## config.mk

```make
export PLATFORM = sky130hd
export DESIGN_NAME = psc_ctrl
export DESIGN_NICKNAME = d
export VERILOG_FILES = /design/src/hdl/point_set_covariance_2d_macros.svh /design/src/hdl/psc_pkg.sv /design/src/hdl/psc_ctrl.sv
export SDC_FILE = /design/constraint.sdc
export NUM_CORES = 1
export LEC_CHECK = 0
export BUFFER_PORTS_ARGS = -buffer_cell sky130_fd_sc_hd__buf_2
export CAP_MARGIN = 15
export CORE_AREA = 2 2 39 41
export DETAILED_ROUTE_END_ITERATION = 10
export DIE_AREA = 0 0 41 43
export MAX_ROUTING_LAYER = met4
export PLACE_DENSITY_LB_ADDON = 0.3
export SLEW_MARGIN = 40
export SYNTH_ARGS = -nofsm -noshare
export SYNTH_HDL_FRONTEND = slang
export SYNTH_SLANG_ARGS = --single-unit
```

## constraint.sdc

```tcl
create_clock -name clock -period 2.7 [get_ports clock]
set_clock_uncertainty 0.05 [all_clocks]
set_input_delay 0.27 -clock clock [delete_from_list [all_inputs] [get_ports clock]]
set_output_delay 0.27 -clock clock [all_outputs]
set_load 0.1 [all_outputs]
```

## src/hdl/point_set_covariance_2d_macros.svh

```systemverilog
// Assertion macros for the point set covariance block.
`ifndef POINT_SET_COVARIANCE_2D_MACROS_SVH
`define POINT_SET_COVARIANCE_2D_MACROS_SVH

`ifndef SYNTHESIS

// Same-cycle implication, checked while out of reset
`define PSC_ASSERT_NOW(lbl, clk, rst, ante, cons) \
   lbl: assert property (@(posedge clk) disable iff (rst) (ante) |-> (cons)) \
      else $error("point_set_covariance_2d: same-cycle check failed");

// Next-cycle implication, checked while out of reset
`define PSC_ASSERT_NEXT(lbl, clk, rst, ante, cons) \
   lbl: assert property (@(posedge clk) disable iff (rst) (ante) |=> (cons)) \
      else $error("point_set_covariance_2d: next-cycle check failed");

`else

`define PSC_ASSERT_NOW(lbl, clk, rst, ante, cons)
`define PSC_ASSERT_NEXT(lbl, clk, rst, ante, cons)

`endif

`endif

```

## src/hdl/psc_pkg.sv

```systemverilog
// Shared types and constants for the point set covariance block.
package psc_pkg;

   localparam int COORD_W    = 24;   // coordinate and center width
   localparam int DIFF_W     = COORD_W + 1;
   localparam int PROD_W     = 2 * DIFF_W;
   localparam int SUM_W      = 62;   // accumulator width, wraps
   localparam int SQ_W       = 49;   // cov_xx, cov_yy
   localparam int XY_W       = 50;   // cov_xy
   localparam int CNT_OUT_W  = 13;   // point_count field
   localparam int REQ_DATA_W = 2 * COORD_W;
   localparam int RSP_BITS   = 2 * SQ_W + XY_W + CNT_OUT_W + 1;
   localparam int RSP_DATA_W = ((RSP_BITS + 7) / 8) * 8;
   localparam int CSR_IDX_W  = 1;

   // configuration register indexes
   typedef enum logic [CSR_IDX_W-1:0] {
      REG_CENTER_X = 1'b0,
      REG_CENTER_Y = 1'b1
   } reg_index_type;

   typedef enum logic [2:0] {
      ST_ACCUM,
      ST_DRAIN,
      ST_START,
      ST_DIVIDE,
      ST_LOAD
   } state_type;

   // controller to datapath
   typedef struct packed {
      logic accept;    // input side open
      logic start;     // snapshot sums, start division, clear accumulators
      logic load_out;  // move quotients into the result register
   } cmd_type;

   // datapath to controller
   typedef struct packed {
      logic last_acc;  // last item of a contour is being accumulated
      logic div_busy;  // division in progress
   } status_type;

endpackage

```

## src/hdl/psc_ctrl.sv

```systemverilog
// Controller: input gating, drain, division and result handoff sequencing.
module psc_ctrl
   import psc_pkg::*;
(
   input  logic       clock,
   input  logic       reset,
   input  logic       in_valid,
   input  logic       in_last,
   input  status_type status,
   output cmd_type    cmd,
   output logic       out_valid,
   input  logic       out_ready
);

   state_type state_ff, state_in;
   logic      out_valid_ff, out_valid_in;

   always_ff @(posedge clock) begin
      if (reset) begin
         state_ff     <= ST_ACCUM;
         out_valid_ff <= 1'b0;
      end else begin
         state_ff     <= state_in;
         out_valid_ff <= out_valid_in;
      end
   end

   // next state and commands
   always_comb begin
      state_in     = state_ff;
      cmd          = '0;
      out_valid_in = out_valid_ff & ~out_ready;
      case (state_ff)
         ST_ACCUM: begin
            cmd.accept = 1'b1;
            if (in_valid && in_last) begin
               state_in = ST_DRAIN;
            end
         end
         ST_DRAIN: begin
            if (status.last_acc) begin
               state_in = ST_START;
            end
         end
         ST_START: begin
            cmd.start = 1'b1;
            state_in  = ST_DIVIDE;
         end
         ST_DIVIDE: begin
            if (!status.div_busy) begin
               state_in = ST_LOAD;
            end
         end
         ST_LOAD: begin
            // wait for the previous result to be taken
            if (!out_valid_ff || out_ready) begin
               cmd.load_out = 1'b1;
               out_valid_in = 1'b1;
               state_in     = ST_ACCUM;
            end
         end
         default: begin
            state_in = ST_ACCUM;
         end
      endcase
   end

   assign out_valid = out_valid_ff;

endmodule
```

==> results_tabular.tex <==
\begin{tabular}{lr}
\hline
Metric & Value \\
\hline
\multicolumn{2}{l}{\textbf{Run status}} \\
Outcome & finished clean \\
\multicolumn{2}{l}{\textbf{Global routing}} \\
Largest net degree at the start of global routing & 10 \\
Initial antenna violation count & 0 \\
GRT overflow & 0 \\
Wire length of the first global-routing pass & 855 um \\
Global routing usage summed across all routing layers & 0.0833 \\
Number of global-route vias before repair & 210 \\
\multicolumn{2}{l}{\textbf{Route}} \\
Count of antenna-violating nets left after detailed routing & 0 \\
Routed wire length per instance & 8.83 um \\
Total Routed Length & 459 um \\
Residual DRC & 0 \\
First-pass detailed-route iteration total & 2 \\
Via density & 4.21 \\
Detailed router's first-iteration violation count & 4 \\
Vias & 219 \\
\multicolumn{2}{l}{\textbf{Timing}} \\
Share of the cycle needed by the critical path after routing & 0.654 \\
Max-slew violation total from the final report & 0 \\
Number of hold violations in the final report & 0 \\
Worst slew pin tran & 0.487 ns \\
Relative slew margins & 0.678 \\
Upper clock frequency limit & 567 MHz \\
Final min period & 1.76 ns \\
Number of setup violations in the final report & 0 \\
RSZ-0062 raised after global routing & false \\
Sum of negative setup slack & 0 ns \\
Final worst-path setup slack & 0.935 ns \\
\multicolumn{2}{l}{\textbf{Worst setup path}} \\
WP data required & 2.38 ns \\
Arrival time of the worst setup path & 1.44 ns \\
Critical Path Start Type & register \\
Crit Path Max Fanout & 9 \\
Kind of capture point of the worst setup path & output pin \\
Startpoint-to-endpoint class of the critical path & register to output pin \\
\multicolumn{2}{l}{\textbf{Final layout}} \\
Filler Cell Count & 159 \\
Multi-input combinational cell area & 136 um2 \\
Antenna Diode Count & 0 \\
Post-route standard cell area excluding fillers & 313 um2 \\
Storage element area & 80.1 um2 \\
Share of final-layout standard cells stronger than drive strength 1 & 0.528 \\
Synthesis-to-finish area growth & 41.2\% \\
Total Nets Final & 45 \\
\multicolumn{2}{l}{\textbf{Place}} \\
HPWL reported at the end of detailed placement & 345 um \\
Area after DPL & 290 um2 \\
Placer Congestion & 0.625 \\
Number of buffers inserted by port buffering & 10 \\
Setup slack after placement & 1.19 ns \\
\multicolumn{2}{l}{\textbf{Power}} \\
Peak ir drop on the vdd network & 0.000276 V \\
Power Dens Cells & 625 nW/um2 \\
Leak & 0.128 nW \\
Tot Pwr & 195 uW \\
\multicolumn{2}{l}{\textbf{Synthesis}} \\
Flop and latch count out of synthesis & 4 \\
Synth cell types & 18 \\
Sequential cell area fraction in the yosys report & 0.362 \\
YS warnings & 0 \\
Post-synthesis average cell area & 9.23 um2 \\
Syn Inst Count & 24 \\
Cell Area, Synth & 221 um2 \\
Synthesized Nets & 31 \\
\multicolumn{2}{l}{\textbf{Die}} \\
Initial cell density of the core & 0.160 \\
Width of the die & 41 um \\
Site row count & 14 \\
Die extent in y & 43 um \\
Area of the die & 1760 um2 \\
Top-level I/O count & 11 \\
Area of the placeable core & 1380 um2 \\
\multicolumn{2}{l}{\textbf{Clock network}} \\
Clock-pin slew on the worst setup and hold paths & 0.04 ns \\
Number of gates resized after CTS & 0 \\
Number of buffers created by CTS & 3 \\
Clock tree buffer depth & 2 \\
CTS Hold Bufs & 0 \\
H-Tree Level Count & 1 \\
Clk sinks & 4 \\
Insertion delay of the later-clocked pin in the worst-skew pair & 0.24 ns \\
Root buffer cell & clkbuf\_4 \\
Clock tree from TritonCTS & built \\
Post-CTS Repair Setup Buffers & 0 \\
\multicolumn{2}{l}{\textbf{Flow run}} \\
Max cap viols & 0 \\
\multicolumn{2}{l}{\textbf{Min path}} \\
Type of the worst min-delay path & input port to register \\
\hline
\end{tabular}
-- registers in the layout, indices dropped and copies added, names as in the netlist --
signal     cells
out_valid      1
state_ff       3
-- synthesized netlist by cell type --
cell type | count | area share
inv_1 | 1 | 0.017
nor4bb_1 | 1 | 0.045
a211oi_2 | 1 | 0.056
a2111oi_2 | 1 | 0.068
nor3_1 | 1 | 0.023
nand3b_1 | 1 | 0.034
nor2b_1 | 1 | 0.028
nor3b_1 | 1 | 0.034
a21oi_2 | 1 | 0.040
a211oi_1 | 1 | 0.034
a21oi_1 | 1 | 0.023
nor2_4 | 1 | 0.051
a31oi_1 | 1 | 0.028
dfxtp_1 | 4 | 0.36
buf_6 | 1 | 0.051
nand2_1 | 1 | 0.017
o21ai_0 | 1 | 0.023
nor2_1 | 4 | 0.068
-- area by class of cell --
cell class              count  share of cell area
well taps                  16              0.0640
flip-flops and latches      4               0.256
clock buffers               3              0.0720
repair buffers             10               0.160
multi-input cells          18               0.436
inverters                   1              0.0120
-- path summary, 6_finish.rpt --
path / from / endpoint / slack (ns) / depth (start not counted)
worst min-delay path: reset / state_ff[1]$_SDFFE_PP0P_ / 0.21 / 2
worst min register to register: state_ff[2]$_SDFFE_PP0P_ / state_ff[0]$_SDFFE_PP0P_ / 0.54 / 1
worst max register to register: state_ff[1]$_SDFFE_PP0P_ / state_ff[2]$_SDFFE_PP0P_ / 1.56 / 3
worst max-delay path: state_ff[1]$_SDFFE_PP0P_ / cmd[0] / 0.94 / 4
-- logic make-up (layout without fill, tap and decap cells) --
logic type,count (synthesis),in the layout,synth area share
compound gates,7,7,0.271
buf+inv,2,14,0.0678
flops,4,4,0.362
simple gates,11,11,0.299
-- worst max-delay path: stages (launching register included) --
cell and delay, ns:
dfxtp_1 0.40, nor2_1 0.21, nand2_1 0.08, nor2_1 0.09, buf_2 0.43
-- power by group --
group          switching, mW  internal (mW)
clock network         0.0255         0.0498
registers            0.00739         0.0623
logic                 0.0354         0.0151
-- placed cells by master (no fill, tap or decap) --
| cell | instances |
|---|---|
| buf_2 | 10 |
| nor2_1 | 4 |
| dfxtp_1 | 4 |
| clkbuf_4 | 3 |
| nor3b_2 | 1 |
| nor3_2 | 1 |
| nor2b_1 | 1 |
| nand2_1 | 1 |
| a21oi_1 | 1 |
| inv_1 | 1 |
| o21ai_0 | 1 |
| nand3b_1 | 1 |
| a211oi_1 | 1 |
| nor4bb_1 | 1 |
| a31oi_1 | 1 |
| nor2_4 | 1 |
| a21oi_2 | 1 |
| a211oi_2 | 1 |
| a2111oi_2 | 1 |
-- through the flow --
stage | std cells | utilization | hold slack (ns)
floorplan | 24 | - | 0.292
detailed placement | 49 | 0.210 | 0.458
global route | 52 | 0.226 | 0.205
global placement | 49 | 0.210 | 0.455
finish | 52 | 0.226 | 0.210
CTS | 52 | 0.226 | 0.203
-- routing by layer --
| metal | wire [um] | global-route usage | up-vias |
|---|---|---|---|
| li1 | - | - | 113 |
| met1 | 206 | 0.0836 | 94 |
| met2 | 166 | 0.0969 | 12 |
| met3 | 87 | 0.0942 | 0 |
| met4 | 0 | 0.0400 | 0 |
| met5 | 0 | - | - |
No activity file was read; power rests on OpenSTA's default activity.
